$ cat src/design/ekvt_pkg.sv
`timescale 1ns / 1ps

package ekvt_pkg;

   localparam int ENTRIES     = 16;
   localparam int KEY_BITS    = 32;
   localparam int VALUE_BITS  = 32;
   localparam int TIME_BITS   = 32;
   localparam int LIFE_BITS   = 16;
   localparam int COUNT_BITS  = 5;
   localparam int IDX_BITS    = (ENTRIES > 1) ? $clog2(ENTRIES) : 1;
   localparam int CNT_BITS    = IDX_BITS + 1;

   typedef logic [1:0]            action_type;
   typedef logic [1:0]            status_type;
   typedef logic [KEY_BITS-1:0]   key_type;
   typedef logic [VALUE_BITS-1:0] value_type;
   typedef logic [TIME_BITS-1:0]  time_type;
   typedef logic [LIFE_BITS-1:0]  life_type;
   typedef logic [COUNT_BITS-1:0] count_type;
   typedef logic [IDX_BITS-1:0]   idx_type;
   typedef logic [CNT_BITS-1:0]   cnt_type;

   localparam action_type ACT_INSERT = 2'd0;
   localparam action_type ACT_GET    = 2'd1;
   localparam action_type ACT_REMOVE = 2'd2;
   localparam action_type ACT_TICK   = 2'd3;

   localparam status_type ST_DONE    = 2'd0;
   localparam status_type ST_PRESENT = 2'd1;
   localparam status_type ST_FULL    = 2'd2;
   localparam status_type ST_MISS    = 2'd3;

   localparam life_type  LIFETIME_RESET = 16'd10;
   localparam time_type  TICK_STEP      = 32'd1;
   localparam count_type COUNT_MAX      = '1;

   typedef struct packed {
      key_type   key;
      value_type value;
      time_type  deadline;
   } entry_type;

   localparam int ENTRY_BITS = $bits(entry_type);

   typedef struct packed {
      logic key_eq;
      logic expired;
   } cmp_out_type;

endpackage

$ cat src/design/ekvt_if.sv
`timescale 1ns / 1ps

interface ekvt_req_if;
   logic                  valid;
   logic                  ready;
   ekvt_pkg::action_type  action;
   ekvt_pkg::key_type     key;
   ekvt_pkg::value_type   value;

   modport source (output valid, action, key, value, input ready);
   modport sink   (input valid, action, key, value, output ready);
endinterface

interface ekvt_rsp_if;
   logic                  valid;
   logic                  ready;
   ekvt_pkg::status_type  status;
   logic                  found;
   ekvt_pkg::value_type   read_value;
   ekvt_pkg::count_type   expired_count;

   modport source (output valid, status, found, read_value, expired_count, input ready);
   modport sink   (input valid, status, found, read_value, expired_count, output ready);
endinterface

$ cat src/design/expiring_key_value_table.sv
`timescale 1ns / 1ps

// Expiring key/value table. Holds ENTRIES key/value pairs, each with a deadline
// of time_now plus lifetime_ticks taken at insert. Transactions on req_ch carry
// an action (insert, get, remove, tick); every transaction yields exactly one
// transaction on rsp_ch. Insert fills the lowest free slot, reports a present
// key or a full table; get returns the value and found flag; remove drops the
// matching entry; tick advances time by one and then drops every entry whose
// deadline is strictly passed (modulo 2^32), returning how many went.
// A transaction occupies the block from acceptance until req_ch.ready returns:
// accept, a scan of the single-read-port entry RAM (one entry per cycle through
// one shared compare unit), RAM latency, then a finish step that makes the
// update and loads the result into the output register. A result waiting on
// rsp_ch holds that finish step and so blocks the next acceptance as well as
// the next result. lifetime_ticks resets to 10; the user is to write it through
// csr_wr_en/csr_wr_data only while the block is idle, which the block does not
// enforce. The table is empty after reset; no clearing pass.
module expiring_key_value_table (
   input  logic                 clock,
   input  logic                 reset,
   input  logic                 csr_wr_en,
   input  ekvt_pkg::life_type   csr_wr_data,
   ekvt_req_if.sink             req_ch,
   ekvt_rsp_if.source           rsp_ch
);
   import ekvt_pkg::*;

   // sequencer codes
   localparam logic [1:0] S_IDLE   = 2'd0;
   localparam logic [1:0] S_SCAN   = 2'd1;
   localparam logic [1:0] S_FINISH = 2'd2;

   logic [1:0]        state_ff, state_in;
   cnt_type           cnt_ff, cnt_in;          // next RAM address to issue
   logic              rd_vld_ff, rd_vld_in;    // RAM output holds an entry
   idx_type           rd_idx_ff, rd_idx_in;    // slot number of that entry
   action_type        act_ff, act_in;
   key_type           key_ff, key_in;
   value_type         val_ff, val_in;
   time_type          time_now_ff, time_now_in;
   life_type          lifetime_ff, lifetime_in;
   logic [ENTRIES-1:0] valid_ff, valid_in;
   logic              hit_ff, hit_in;
   idx_type           hit_idx_ff, hit_idx_in;
   logic              free_ff, free_in;
   idx_type           free_idx_ff, free_idx_in;
   value_type         rd_value_ff, rd_value_in;
   count_type         count_ff, count_in;

   logic              rsp_valid_ff, rsp_valid_in;
   status_type        rsp_status_ff, rsp_status_in;
   logic              rsp_found_ff, rsp_found_in;
   value_type         rsp_value_ff, rsp_value_in;
   count_type         rsp_count_ff, rsp_count_in;

   logic              req_fire;
   logic              fin_go;
   logic              ent_live;
   entry_type         ram_rd_data;
   entry_type         ram_wr_data;
   logic              ram_wr_en;
   cmp_out_type       cmp;

   assign req_fire = req_ch.valid && req_ch.ready;
   assign req_ch.ready = (state_ff == S_IDLE);
   // the update and the result go together, only once the output slot is free
   assign fin_go = (state_ff == S_FINISH) && (!rsp_valid_ff || rsp_ch.ready);

   // entry store: key, value and deadline per slot, one read per cycle
   assign ram_wr_en = fin_go && (act_ff == ACT_INSERT) && !hit_ff && free_ff;
   always_comb begin
      ram_wr_data.key      = key_ff;
      ram_wr_data.value    = val_ff;
      ram_wr_data.deadline = time_now_ff + time_type'(lifetime_ff);
   end

   ekvt_ram #(
      .WIDTH (ENTRY_BITS),
      .DEPTH (ENTRIES)
   ) u_entry_ram (
      .clock   (clock),
      .wr_en   (ram_wr_en),
      .wr_addr (free_idx_ff),
      .wr_data (ram_wr_data),
      .rd_addr (cnt_ff[IDX_BITS-1:0]),
      .rd_data (ram_rd_data)
   );

   ekvt_cmp u_cmp (
      .key_a    (key_ff),
      .key_b    (ram_rd_data.key),
      .time_now (time_now_ff),
      .deadline (ram_rd_data.deadline),
      .result   (cmp)
   );

   assign ent_live = valid_ff[rd_idx_ff];

   always_comb begin
      state_in      = state_ff;
      cnt_in        = cnt_ff;
      rd_vld_in     = 1'b0;
      rd_idx_in     = rd_idx_ff;
      act_in        = act_ff;
      key_in        = key_ff;
      val_in        = val_ff;
      time_now_in   = time_now_ff;
      lifetime_in   = lifetime_ff;
      valid_in      = valid_ff;
      hit_in        = hit_ff;
      hit_idx_in    = hit_idx_ff;
      free_in       = free_ff;
      free_idx_in   = free_idx_ff;
      rd_value_in   = rd_value_ff;
      count_in      = count_ff;
      rsp_valid_in  = rsp_valid_ff && !rsp_ch.ready;
      rsp_status_in = rsp_status_ff;
      rsp_found_in  = rsp_found_ff;
      rsp_value_in  = rsp_value_ff;
      rsp_count_in  = rsp_count_ff;

      if (csr_wr_en) begin
         lifetime_in = csr_wr_data;
      end

      case (state_ff)
         S_IDLE: begin
            if (req_fire) begin
               act_in   = req_ch.action;
               key_in   = req_ch.key;
               val_in   = req_ch.value;
               cnt_in   = '0;
               hit_in   = 1'b0;
               free_in  = 1'b0;
               count_in = '0;
               // time moves before the expiry scan of a tick
               if (req_ch.action == ACT_TICK) begin
                  time_now_in = time_now_ff + TICK_STEP;
               end
               state_in = S_SCAN;
            end
         end
         S_SCAN: begin
            // issue the next read
            if (cnt_ff != cnt_type'(ENTRIES)) begin
               rd_vld_in = 1'b1;
               rd_idx_in = cnt_ff[IDX_BITS-1:0];
               cnt_in    = cnt_ff + cnt_type'(1);
            end
            // check the entry that the RAM returns now
            if (rd_vld_ff) begin
               if (ent_live && cmp.key_eq && !hit_ff) begin
                  hit_in      = 1'b1;
                  hit_idx_in  = rd_idx_ff;
                  rd_value_in = ram_rd_data.value;
               end
               if (!ent_live && !free_ff) begin
                  free_in     = 1'b1;
                  free_idx_in = rd_idx_ff;
               end
               if ((act_ff == ACT_TICK) && ent_live && cmp.expired) begin
                  valid_in[rd_idx_ff] = 1'b0;
                  if (count_ff != COUNT_MAX) begin
                     count_in = count_ff + count_type'(1);
                  end
               end
               if (cnt_ff == cnt_type'(ENTRIES)) begin
                  state_in = S_FINISH;
               end
            end
         end
         S_FINISH: begin
            if (fin_go) begin
               rsp_valid_in  = 1'b1;
               rsp_status_in = ST_DONE;
               rsp_found_in  = 1'b0;
               rsp_value_in  = '0;
               rsp_count_in  = '0;
               case (act_ff)
                  ACT_INSERT: begin
                     if (hit_ff) begin
                        rsp_status_in = ST_PRESENT;
                     end else if (!free_ff) begin
                        rsp_status_in = ST_FULL;
                     end else begin
                        valid_in[free_idx_ff] = 1'b1;
                     end
                  end
                  ACT_GET: begin
                     if (hit_ff) begin
                        rsp_found_in = 1'b1;
                        rsp_value_in = rd_value_ff;
                     end else begin
                        rsp_status_in = ST_MISS;
                     end
                  end
                  ACT_REMOVE: begin
                     if (hit_ff) begin
                        valid_in[hit_idx_ff] = 1'b0;
                     end else begin
                        rsp_status_in = ST_MISS;
                     end
                  end
                  default: begin
                     rsp_count_in = count_ff;
                  end
               endcase
               state_in = S_IDLE;
            end
         end
         default: begin
            state_in = S_IDLE;
         end
      endcase
   end

   always_ff @(posedge clock) begin
      if (reset) begin
         state_ff     <= S_IDLE;
         cnt_ff       <= '0;
         rd_vld_ff    <= 1'b0;
         time_now_ff  <= '0;
         lifetime_ff  <= LIFETIME_RESET;
         valid_ff     <= '0;
         hit_ff       <= 1'b0;
         free_ff      <= 1'b0;
         count_ff     <= '0;
         rsp_valid_ff <= 1'b0;
      end else begin
         state_ff     <= state_in;
         cnt_ff       <= cnt_in;
         rd_vld_ff    <= rd_vld_in;
         time_now_ff  <= time_now_in;
         lifetime_ff  <= lifetime_in;
         valid_ff     <= valid_in;
         hit_ff       <= hit_in;
         free_ff      <= free_in;
         count_ff     <= count_in;
         rsp_valid_ff <= rsp_valid_in;
      end
   end

   // payload registers
   always_ff @(posedge clock) begin
      rd_idx_ff     <= rd_idx_in;
      act_ff        <= act_in;
      key_ff        <= key_in;
      val_ff        <= val_in;
      hit_idx_ff    <= hit_idx_in;
      free_idx_ff   <= free_idx_in;
      rd_value_ff   <= rd_value_in;
      rsp_status_ff <= rsp_status_in;
      rsp_found_ff  <= rsp_found_in;
      rsp_value_ff  <= rsp_value_in;
      rsp_count_ff  <= rsp_count_in;
   end

   assign rsp_ch.valid         = rsp_valid_ff;
   assign rsp_ch.status        = rsp_status_ff;
   assign rsp_ch.found         = rsp_found_ff;
   assign rsp_ch.read_value    = rsp_value_ff;
   assign rsp_ch.expired_count = rsp_count_ff;

   // no second acceptance right behind a transaction
   assert property (@(posedge clock) disable iff (reset)
      req_fire |=> !req_ch.ready)
      else $error("accepted a transaction while the scan was busy");

   // time only moves on an accepted tick
   assert property (@(posedge clock) disable iff (reset)
      !(req_fire && (req_ch.action == ACT_TICK)) |=> (time_now_ff == $past(time_now_ff)))
      else $error("time counter moved without a tick");

   // a found result is a plain done with no expiry count
   assert property (@(posedge clock) disable iff (reset)
      (rsp_ch.valid && rsp_ch.found) |-> ((rsp_ch.status == ST_DONE)
                                           && (rsp_ch.expired_count == '0)))
      else $error("found result carries a bad status or count");

   // every issued read returns an entry in the following cycle
   assert property (@(posedge clock) disable iff (reset)
      ((state_ff == S_SCAN) && (cnt_ff != cnt_type'(ENTRIES))) |=> rd_vld_ff)
      else $error("scan lost a RAM read");

endmodule

$ cat src/design/ekvt_ram.sv
`timescale 1ns / 1ps

module ekvt_ram #(
   parameter int WIDTH = 8,
   parameter int DEPTH = 16
) (
   input  logic                                          clock,
   input  logic                                          wr_en,
   input  logic [((DEPTH > 1) ? $clog2(DEPTH) : 1)-1:0]  wr_addr,
   input  logic [WIDTH-1:0]                              wr_data,
   input  logic [((DEPTH > 1) ? $clog2(DEPTH) : 1)-1:0]  rd_addr,
   output logic [WIDTH-1:0]                              rd_data
);

   logic [WIDTH-1:0] mem [DEPTH];
   logic [WIDTH-1:0] rd_data_ff;

   always_ff @(posedge clock) begin
      if (wr_en) begin
         mem[wr_addr] <= wr_data;
      end
      rd_data_ff <= mem[rd_addr];
   end

   assign rd_data = rd_data_ff;

endmodule

$ cat src/design/ekvt_cmp.sv
`timescale 1ns / 1ps

// Shared compare unit: key match and wrapped deadline check for one entry.
module ekvt_cmp (
   input  ekvt_pkg::key_type     key_a,
   input  ekvt_pkg::key_type     key_b,
   input  ekvt_pkg::time_type    time_now,
   input  ekvt_pkg::time_type    deadline,
   output ekvt_pkg::cmp_out_type result
);
   import ekvt_pkg::*;

   time_type diff;

   always_comb begin
      diff           = time_now - deadline;
      result.key_eq  = (key_a == key_b);
      // expired when deadline lies strictly behind now, within half the range
      result.expired = (diff != '0) && !diff[TIME_BITS-1];
   end

endmodule
$ cat src/flat_wrapper.sv
// flat-port wrapper written by rule: the top's interface ports become plain ports
module expiring_key_value_table_flat import ekvt_pkg::*;
  (clock, reset, csr_wr_en, csr_wr_data, req_ch_valid, req_ch_action, req_ch_key, req_ch_value, req_ch_ready, rsp_ch_valid, rsp_ch_status, rsp_ch_found, rsp_ch_read_value, rsp_ch_expired_count, rsp_ch_ready);
  ekvt_req_if req_ch_i ();
  ekvt_rsp_if rsp_ch_i ();
  input  logic clock;
  input  logic reset;
  input  logic csr_wr_en;
  input  ekvt_pkg::life_type csr_wr_data;
  input wire logic [$bits(req_ch_i.valid)-1:0] req_ch_valid;
  input wire logic [$bits(req_ch_i.action)-1:0] req_ch_action;
  input wire logic [$bits(req_ch_i.key)-1:0] req_ch_key;
  input wire logic [$bits(req_ch_i.value)-1:0] req_ch_value;
  output wire logic [$bits(req_ch_i.ready)-1:0] req_ch_ready;
  output wire logic [$bits(rsp_ch_i.valid)-1:0] rsp_ch_valid;
  output wire logic [$bits(rsp_ch_i.status)-1:0] rsp_ch_status;
  output wire logic [$bits(rsp_ch_i.found)-1:0] rsp_ch_found;
  output wire logic [$bits(rsp_ch_i.read_value)-1:0] rsp_ch_read_value;
  output wire logic [$bits(rsp_ch_i.expired_count)-1:0] rsp_ch_expired_count;
  input wire logic [$bits(rsp_ch_i.ready)-1:0] rsp_ch_ready;
  assign req_ch_i.valid = req_ch_valid;
  assign req_ch_i.action = req_ch_action;
  assign req_ch_i.key = req_ch_key;
  assign req_ch_i.value = req_ch_value;
  assign req_ch_ready = req_ch_i.ready;
  assign rsp_ch_valid = rsp_ch_i.valid;
  assign rsp_ch_status = rsp_ch_i.status;
  assign rsp_ch_found = rsp_ch_i.found;
  assign rsp_ch_read_value = rsp_ch_i.read_value;
  assign rsp_ch_expired_count = rsp_ch_i.expired_count;
  assign rsp_ch_i.ready = rsp_ch_ready;
  expiring_key_value_table u_core (.clock(clock), .reset(reset), .csr_wr_en(csr_wr_en), .csr_wr_data(csr_wr_data), .req_ch(req_ch_i), .rsp_ch(rsp_ch_i));
endmodule
$ cat config.mk
export PLATFORM = sky130hd
export DESIGN_NAME = expiring_key_value_table_flat
export DESIGN_NICKNAME = d
export VERILOG_FILES = /design/src/design/ekvt_pkg.sv /design/src/design/ekvt_if.sv /design/src/design/expiring_key_value_table.sv /design/src/design/ekvt_ram.sv /design/src/design/ekvt_cmp.sv /design/src/flat_wrapper.sv
export SDC_FILE = /design/constraint.sdc
export NUM_CORES = 2
export LEC_CHECK = 0
export ABC_AREA = 1
export BUFFER_PORTS_ARGS = -buffer_cell sky130_fd_sc_hd__buf_2
export CORE_ASPECT_RATIO = 1.4
export CORE_MARGIN = 2
export CORE_UTILIZATION = 45
export DETAILED_ROUTE_END_ITERATION = 10
export MAX_ROUTING_LAYER = met4
export SYNTH_ARGS = -nofsm -noshare
export SYNTH_HDL_FRONTEND = slang
export SYNTH_SLANG_ARGS = --single-unit
$ cat constraint.sdc
create_clock -name clock -period 13.25 [get_ports clock]
set_input_delay 2.65 -clock clock [delete_from_list [all_inputs] [get_ports clock]]
set_output_delay 2.65 -clock clock [all_outputs]
set_load 0.05 [all_outputs]
======== Yosys cells after proc, flatten, opt, wreduce, memory -nomap -nowiden ========
Memories as Yosys holds them, arrays and structs flattened. A register that Yosys moved wholly into a read port is not among the register bits.
Cells that the tools add are included.
word-level totals
  register bits after elaboration ......... 230
  RAM bits ................................ 1536
  bits of input ports ..................... 87
  output and inout bits ................... 42
  word-level logic and storage cells ...... 150
  memories ................................ 1
memories
  memory                  words  bits a word  rd ports  clocked after memory_dff  write ports  RTL line        source
  u_core.u_entry_ram.mem  16     96           1         1                         1            ekvt_ram.sv:15  logic [WIDTH-1:0] mem [DEPTH];
operators by class
  $add $sub $neg .......................... 5
  $lt $le $gt $ge ......................... 6
  equality and inequality tests ........... 23
  mux-type cells .......................... 45
  bitwise logic cells ..................... 6
  reduce and logical (&&, ||, !) cells .... 43
operator list
  operator                                                                             count
  16-bit two-way mux                                                                   6
  16-bit case mux with 2 select lines                                                  2
  32-bit by 1-bit adder with 32-bit output, second input constant                      1
  32-bit by 16-bit adder with 32-bit output                                            1
  16-bit AND                                                                           2
  32-bit == test                                                                       1
  16-bit inverter                                                                      2
  32-bit nonzero test                                                                  1
  32-bit subtractor                                                                    1
  5-bit two-way mux                                                                    5
  5-bit case mux with 2 select lines                                                   2
  2-bit by 1-bit != test with 1-bit output, second input constant                      8
  16-bit OR                                                                            1
  1-bit logical AND                                                                    15
  4-bit by 5-bit less-than comparator with 1-bit output, second input constant         3
  1-bit two-way mux                                                                    15
  2-bit two-way mux                                                                    7
  1-bit demux with 4-bit select                                                        3
  4-bit by 1-bit greater-or-equal comparator with 1-bit output, second input constant  3
  3-bit AND reduction                                                                  4
  4-bit AND reduction                                                                  3
  5-bit by 1-bit adder with 5-bit output, second input constant                        2
  5-bit != test, second input constant                                                 2
  2-bit == test, second input constant                                                 4
  19 further kinds                                                                     34

======== Longest topological paths before layout ========
  depth after elaboration ................. 10
  gate-level depth with buffers ........... 24
  gate-level depth less buffers ........... 23

======== Modules after synthesis ========
From an unflattened synthesis, not the netlist that was laid out.
second synthesis, totals
  cell total of the unflattened synthesis .. 8087
  area, all modules ....................... 81369.3 um2
by module, submodules not included
  module                    instances  cells an instance  area each (um2)  sequential area each (um2)
  ekvt_ram                  1          6302               67643.6          48046.1
  expiring_key_value_table  1          1157               10626.4          6105.9
  ekvt_cmp                  1          628                3099.2           0.0

======== Worst setup path after synthesis ========
OpenSTA, ideal clock, no wires.
  kind .................................... input-to-reg
  from .................................... input rsp_ch_ready
  to ...................................... memory u_core.u_entry_ram.mem[10][0] (netlist bit), enable pin
  setup time .............................. 0.552 ns
  arrival ................................. 7.233 ns
  data required time ...................... 12.698 ns
  path slack .............................. 5.465 ns
  stages on the path ...................... 5
  path buffers ............................ 1
  cell sequence ........................... nor2_1 inv_1 nand4_1 clkbuf_1 nor2_1
between the ends
  word-level cells in the longest chain between the ends .. 7
ends and longest elaborated chain
  what                                     RTL line                        source
  from (decl)                              flat_wrapper.sv:20              input wire logic [$bits(rsp_ch_i.ready)-1:0] rsp_ch_ready;
  1-bit logical OR                         expiring_key_value_table.sv:67  assign fin_go = (state_ff == S_FINISH) && (!rsp_valid_ff || rsp_ch.ready);
  1-bit logical AND                        expiring_key_value_table.sv:67
  1-bit logical AND (3 in series)          expiring_key_value_table.sv:70  assign ram_wr_en = fin_go && (act_ff == ACT_INSERT) && !hit_ff && free_ff;
  1-bit two-way mux                        ekvt_ram.sv:19                  if (wr_en) begin
  1-bit two-way mux (implied by the code)  ekvt_ram.sv:20                  mem[wr_addr] <= wr_data;
  to (decl)                                ekvt_ram.sv:15
No other way between the ends.

======== Worst setup path in the final report ========
  from .................................... input rsp_ch_ready
  to ...................................... memory u_core.u_entry_ram.mem[0][59] (netlist bit), enable pin
Same word-level chain as after synthesis.

==> results.py <==
metrics = {
    "pwr": {
        "p_total_w": 0.0126,
        "pwr-share-clk_pct": 39.4,
        "p_sw_share_pct": 24.0,
        "peakVddDrop_mv": 0.141,
        "seqPwrFrac_pct": 52.6,
        "p_switching_w": 0.00302,
        "pwr_density_cell_mw_per_mm2": 152,
        "p_comb_share_pct": 8.0,
        "p_int_w": 0.00955,
        "power_leakage_nw": 28.4,
    },
    "worst_hold_path": {
        "hp-start": "u_core.u_entry_ram.rd_data[38]",
        "min_to": "u_core.rd_value_ff[6]",
        "worst_hold_path_type": "register to register",
        "holdPathStages": 0,
    },
    "routing": {
        "detail_route.wl_per_cell_um": 23.6,
        "drt_iter0_markers": 4433,
        "dr.pass1.iters": 5,
        "via_per_inst": 5.69,
        "drtAntennaViolNets": 0,
        "drc": 0,
        "dr_total_vias": 47400,
        "drt-total-wl_um": 197000,
    },
    "synthesis": {
        "synth_top_family_by_area": "compound AO/OA/AOI/OAI gates",
        "yosys.area_share.simple_pct": 10.8,
        "synthCells": 5977,
        "synthAdderAreaFrac_pct": 1.00,
        "synth.largest_area_cell": "edfxtp_1",
        "synth_compound_area_share_pct": 11.0,
        "muxShareOfSynthArea_pct": 0,
        "synth.top_cell.area_share_pct": 68.5,
        "synthFlopType": "edfxtp_1",
        "synthXorXnorAreaFrac_pct": 0.604,
        "synth_edf_count": 1686,
        "synthArstFlopShare_pct": 0,
        "syn_avg_cell_area_um2": 12.4,
        "yosysSeqAreaShare_pct": 73.2,
        "synthTopCellsByArea": "edfxtp_1, o21ai_0, nor2_1",
        "ys_warn_count": 0,
        "syn-num-nets": 6122,
        "yosysUniqueCellTypes": 53,
        "ys_seq_elements": 1862,
        "synth_area_mm2": 0.0739,
    },
    "setup_path": {
        "end_kind": "register",
        "crit_type": "primary input to register",
        "crit_slowest_cell": "buf_4",
        "start_kind": "primary input",
        "crit_path_max_incr_delay_ps": 720,
        "r2r_cells": 12,
        "cp.arrival_ps": 5270,
        "ff2ff_setup_slack_ps": 8880,
        "path_buf_inv": 5,
        "required_ps": 13670,
        "path_delay_family": "buffers and inverters",
        "critPathMaxFanout": 43,
        "r2r-start": "u_core.time_now_ff[0]",
        "crit_start": "rsp_ch_ready",
        "cp_cell_sequence": "buf_2 > nor2_1 > inv_1 > nand4_1 > buf_4 > nor2_4 > buf_4 > buf_4",
        "r2r-end": "u_core.u_entry_ram.mem[4][30]",
        "critPathMostFrequentCell": "buf_4",
    },
    "run": {
        "cap_violations": 0,
    },
    "die": {
        "initial_core_util_pct": 45.1,
        "die_y_um": 484,
        "ios": 129,
        "die_area_mm2": 0.168,
        "core_mm2": 0.164,
        "row_count": 176,
        "die_w_um": 347,
    },
    "finish": {
        "instances_no_fill": 8334,
        "design_area_mm2": 0.0826,
        "syn2layout_area_growth_pct": 11.7,
        "nNetsFinal": 6191,
        "final_util_pct": 50.4,
        "drive_above_1_share_pct": 8.86,
    },
    "clock_tree": {
        "path_clk_slew_ps": 60,
        "cts_hold_buf": 0,
        "cts_buffers": 175,
        "cts_tree": "done",
        "clk_latency_ps": 810,
        "clock_sinks": 1862,
        "ctsResizeCount": 0,
        "post_cts_buffers": 0,
        "ctsHtreeMaxLevel": 4,
        "clock-root-buffer": "clkbuf_16",
        "clockBufferDepth": 3,
    },
    "sta": {
        "rsz0062_at_grt": "no",
        "final-hold-violation-count": 0,
        "drv_slew": 0,
        "final-setup-viol-count": 0,
        "max_freq_mhz": 206,
        "tns_ps": 0,
        "tightest_slew_ps": 1380,
        "fin_crit_ps": 4850,
        "finalCritPeriodShare_pct": 36.6,
        "maxSlewHeadroom_pct": 7.76,
        "clock_skew_ps": 29.6,
    },
    "global_routing": {
        "grt_pass1_wl_um": 293000,
        "grt_pass1_vias": 46400,
        "antenna_found_initial": 7,
        "grt_overflow": 0,
        "grt_max_degree": 216,
        "grt_use_total_pct": 23.8,
    },
    "run_status": {
        "outcome": "finished clean",
    },
    "placement": {
        "globalplace.congestion": 0.860,
        "dp.cells": 8005,
        "io_buffers": 128,
        "dpl_cell_area_mm2": 0.0770,
        "hpwl_um": 112000,
    },
}
==> metal layers <==
metal  vias up  GRT usage (%)  part of all wire (%)
li1      21800              -                     -
met1     23800           29.8                    41
met2      1494           40.4                    51
met3       316           2.73                   5.0
met4         0           8.18                   3.3
met5         -              -                     0
==> logic make-up after synthesis <==
kind of cell / after synthesis
compound gates: 1402
fa+ha+maj: 58
buf+inv: 656
simple gates: 1948
xor+xnor: 51
flops: 1862
==> flip-flops by register name (all words and copies together), names as in the netlist, 2 cells and up <==
| signal | flops |
|---|---|
| u_core.u_entry_ram.rd_data | 96 |
| u_core.free_idx_ff | 4 |
| u_core.hit_idx_ff | 4 |
| u_core.time_now_ff | 32 |
| u_core.state_ff | 2 |
| u_core.val_ff | 32 |
| u_core.key_ff | 32 |
| u_core.rd_idx_ff | 4 |
| u_core.count_ff | 5 |
| u_core.valid_ff | 16 |
| u_core.rsp_ch.read_value | 32 |
| u_core.rsp_ch.expired_count | 5 |
| u_core.rsp_ch.status | 2 |
| u_core.rd_value_ff | 32 |
| u_core.cnt_ff | 5 |
| u_core.act_ff | 2 |
| u_core.lifetime_ff | 16 |
| u_core.u_entry_ram.mem | 1536 |
==> synth_stat cells, types with 30 or more instances <==
master / count
a21oi_1: 98
clkbuf_1: 304
dfxtp_1: 176
edfxtp_1: 1686
ha_1: 56
inv_1: 321
nand2_1: 583
nand3_1: 251
nor2_1: 1011
nor3_1: 30
o211ai_1: 36
o21ai_0: 830
o221ai_1: 174
o22ai_1: 231
xor2_1: 36
==> power groups by stage <==
stage	Combinational (W)	Clock (W)	Sequential [W]
after detailed placement	0.00101	0	0.00674
after global routing	0.00112	0.00525	0.00662
after CTS	0.00101	0.00503	0.00662
after floorplan	0.000668	0	0.00669
after global placement	0.000995	0	0.00674
final	0.00101	0.00495	0.00661
==> per-stage QoR <==
stage | hold slack (ps) | setup WS (ps)
6_report | 401 | 8400
3_3_place_gp | 386 | 7510
2_1_floorplan | 386 | 5460
4_1_cts | 400 | 8350
5_1_grt | 403 | 8280
3_5_place_dp | 389 | 7490
==> placed cells by master, fill, tap and decap left out, types with 34 or more instances in the layout <==
cell type / count
xor2_1: 34
inv_1: 319
o221ai_1: 174
ha_1: 56
buf_2: 128
nand2_1: 582
nand3_1: 251
nor2_1: 992
clkbuf_1: 48
dfxtp_1: 173
buf_4: 91
o21ai_0: 830
clkbuf_16: 178
a21oi_1: 98
edfxtp_1: 1686
o22ai_1: 231
o211ai_1: 36
==> worst max-delay path by stage <==
| stage | slack [ps] | to | cells after the start |
|---|---|---|---|
| finish | 8400 | u_core.u_entry_ram.mem[0][59] | 8 |
| global route | 8280 | u_core.u_entry_ram.mem[0][35] | 8 |
| CTS | 8350 | u_core.u_entry_ram.mem[0][60] | 8 |
| detailed placement | 7490 | u_core.u_entry_ram.mem[0][51] | 8 |
| global placement | 7510 | u_core.u_entry_ram.mem[0][51] | 8 |
| floorplan | 5460 | u_core.u_entry_ram.mem[10][0] | 5 |
==> final cells by class <==
type,instances,area (um^2)
well taps,2136,2670
clock inverters,81,738
diodes,3,7.51
fillers,14200,81200
flip-flops and latches,1862,54200
inverters,325,1250
multi-input cells,3459,17500
repair buffers,223,1400
clock buffers,245,4900
Note: power is estimated with default switching activity, not from simulation.
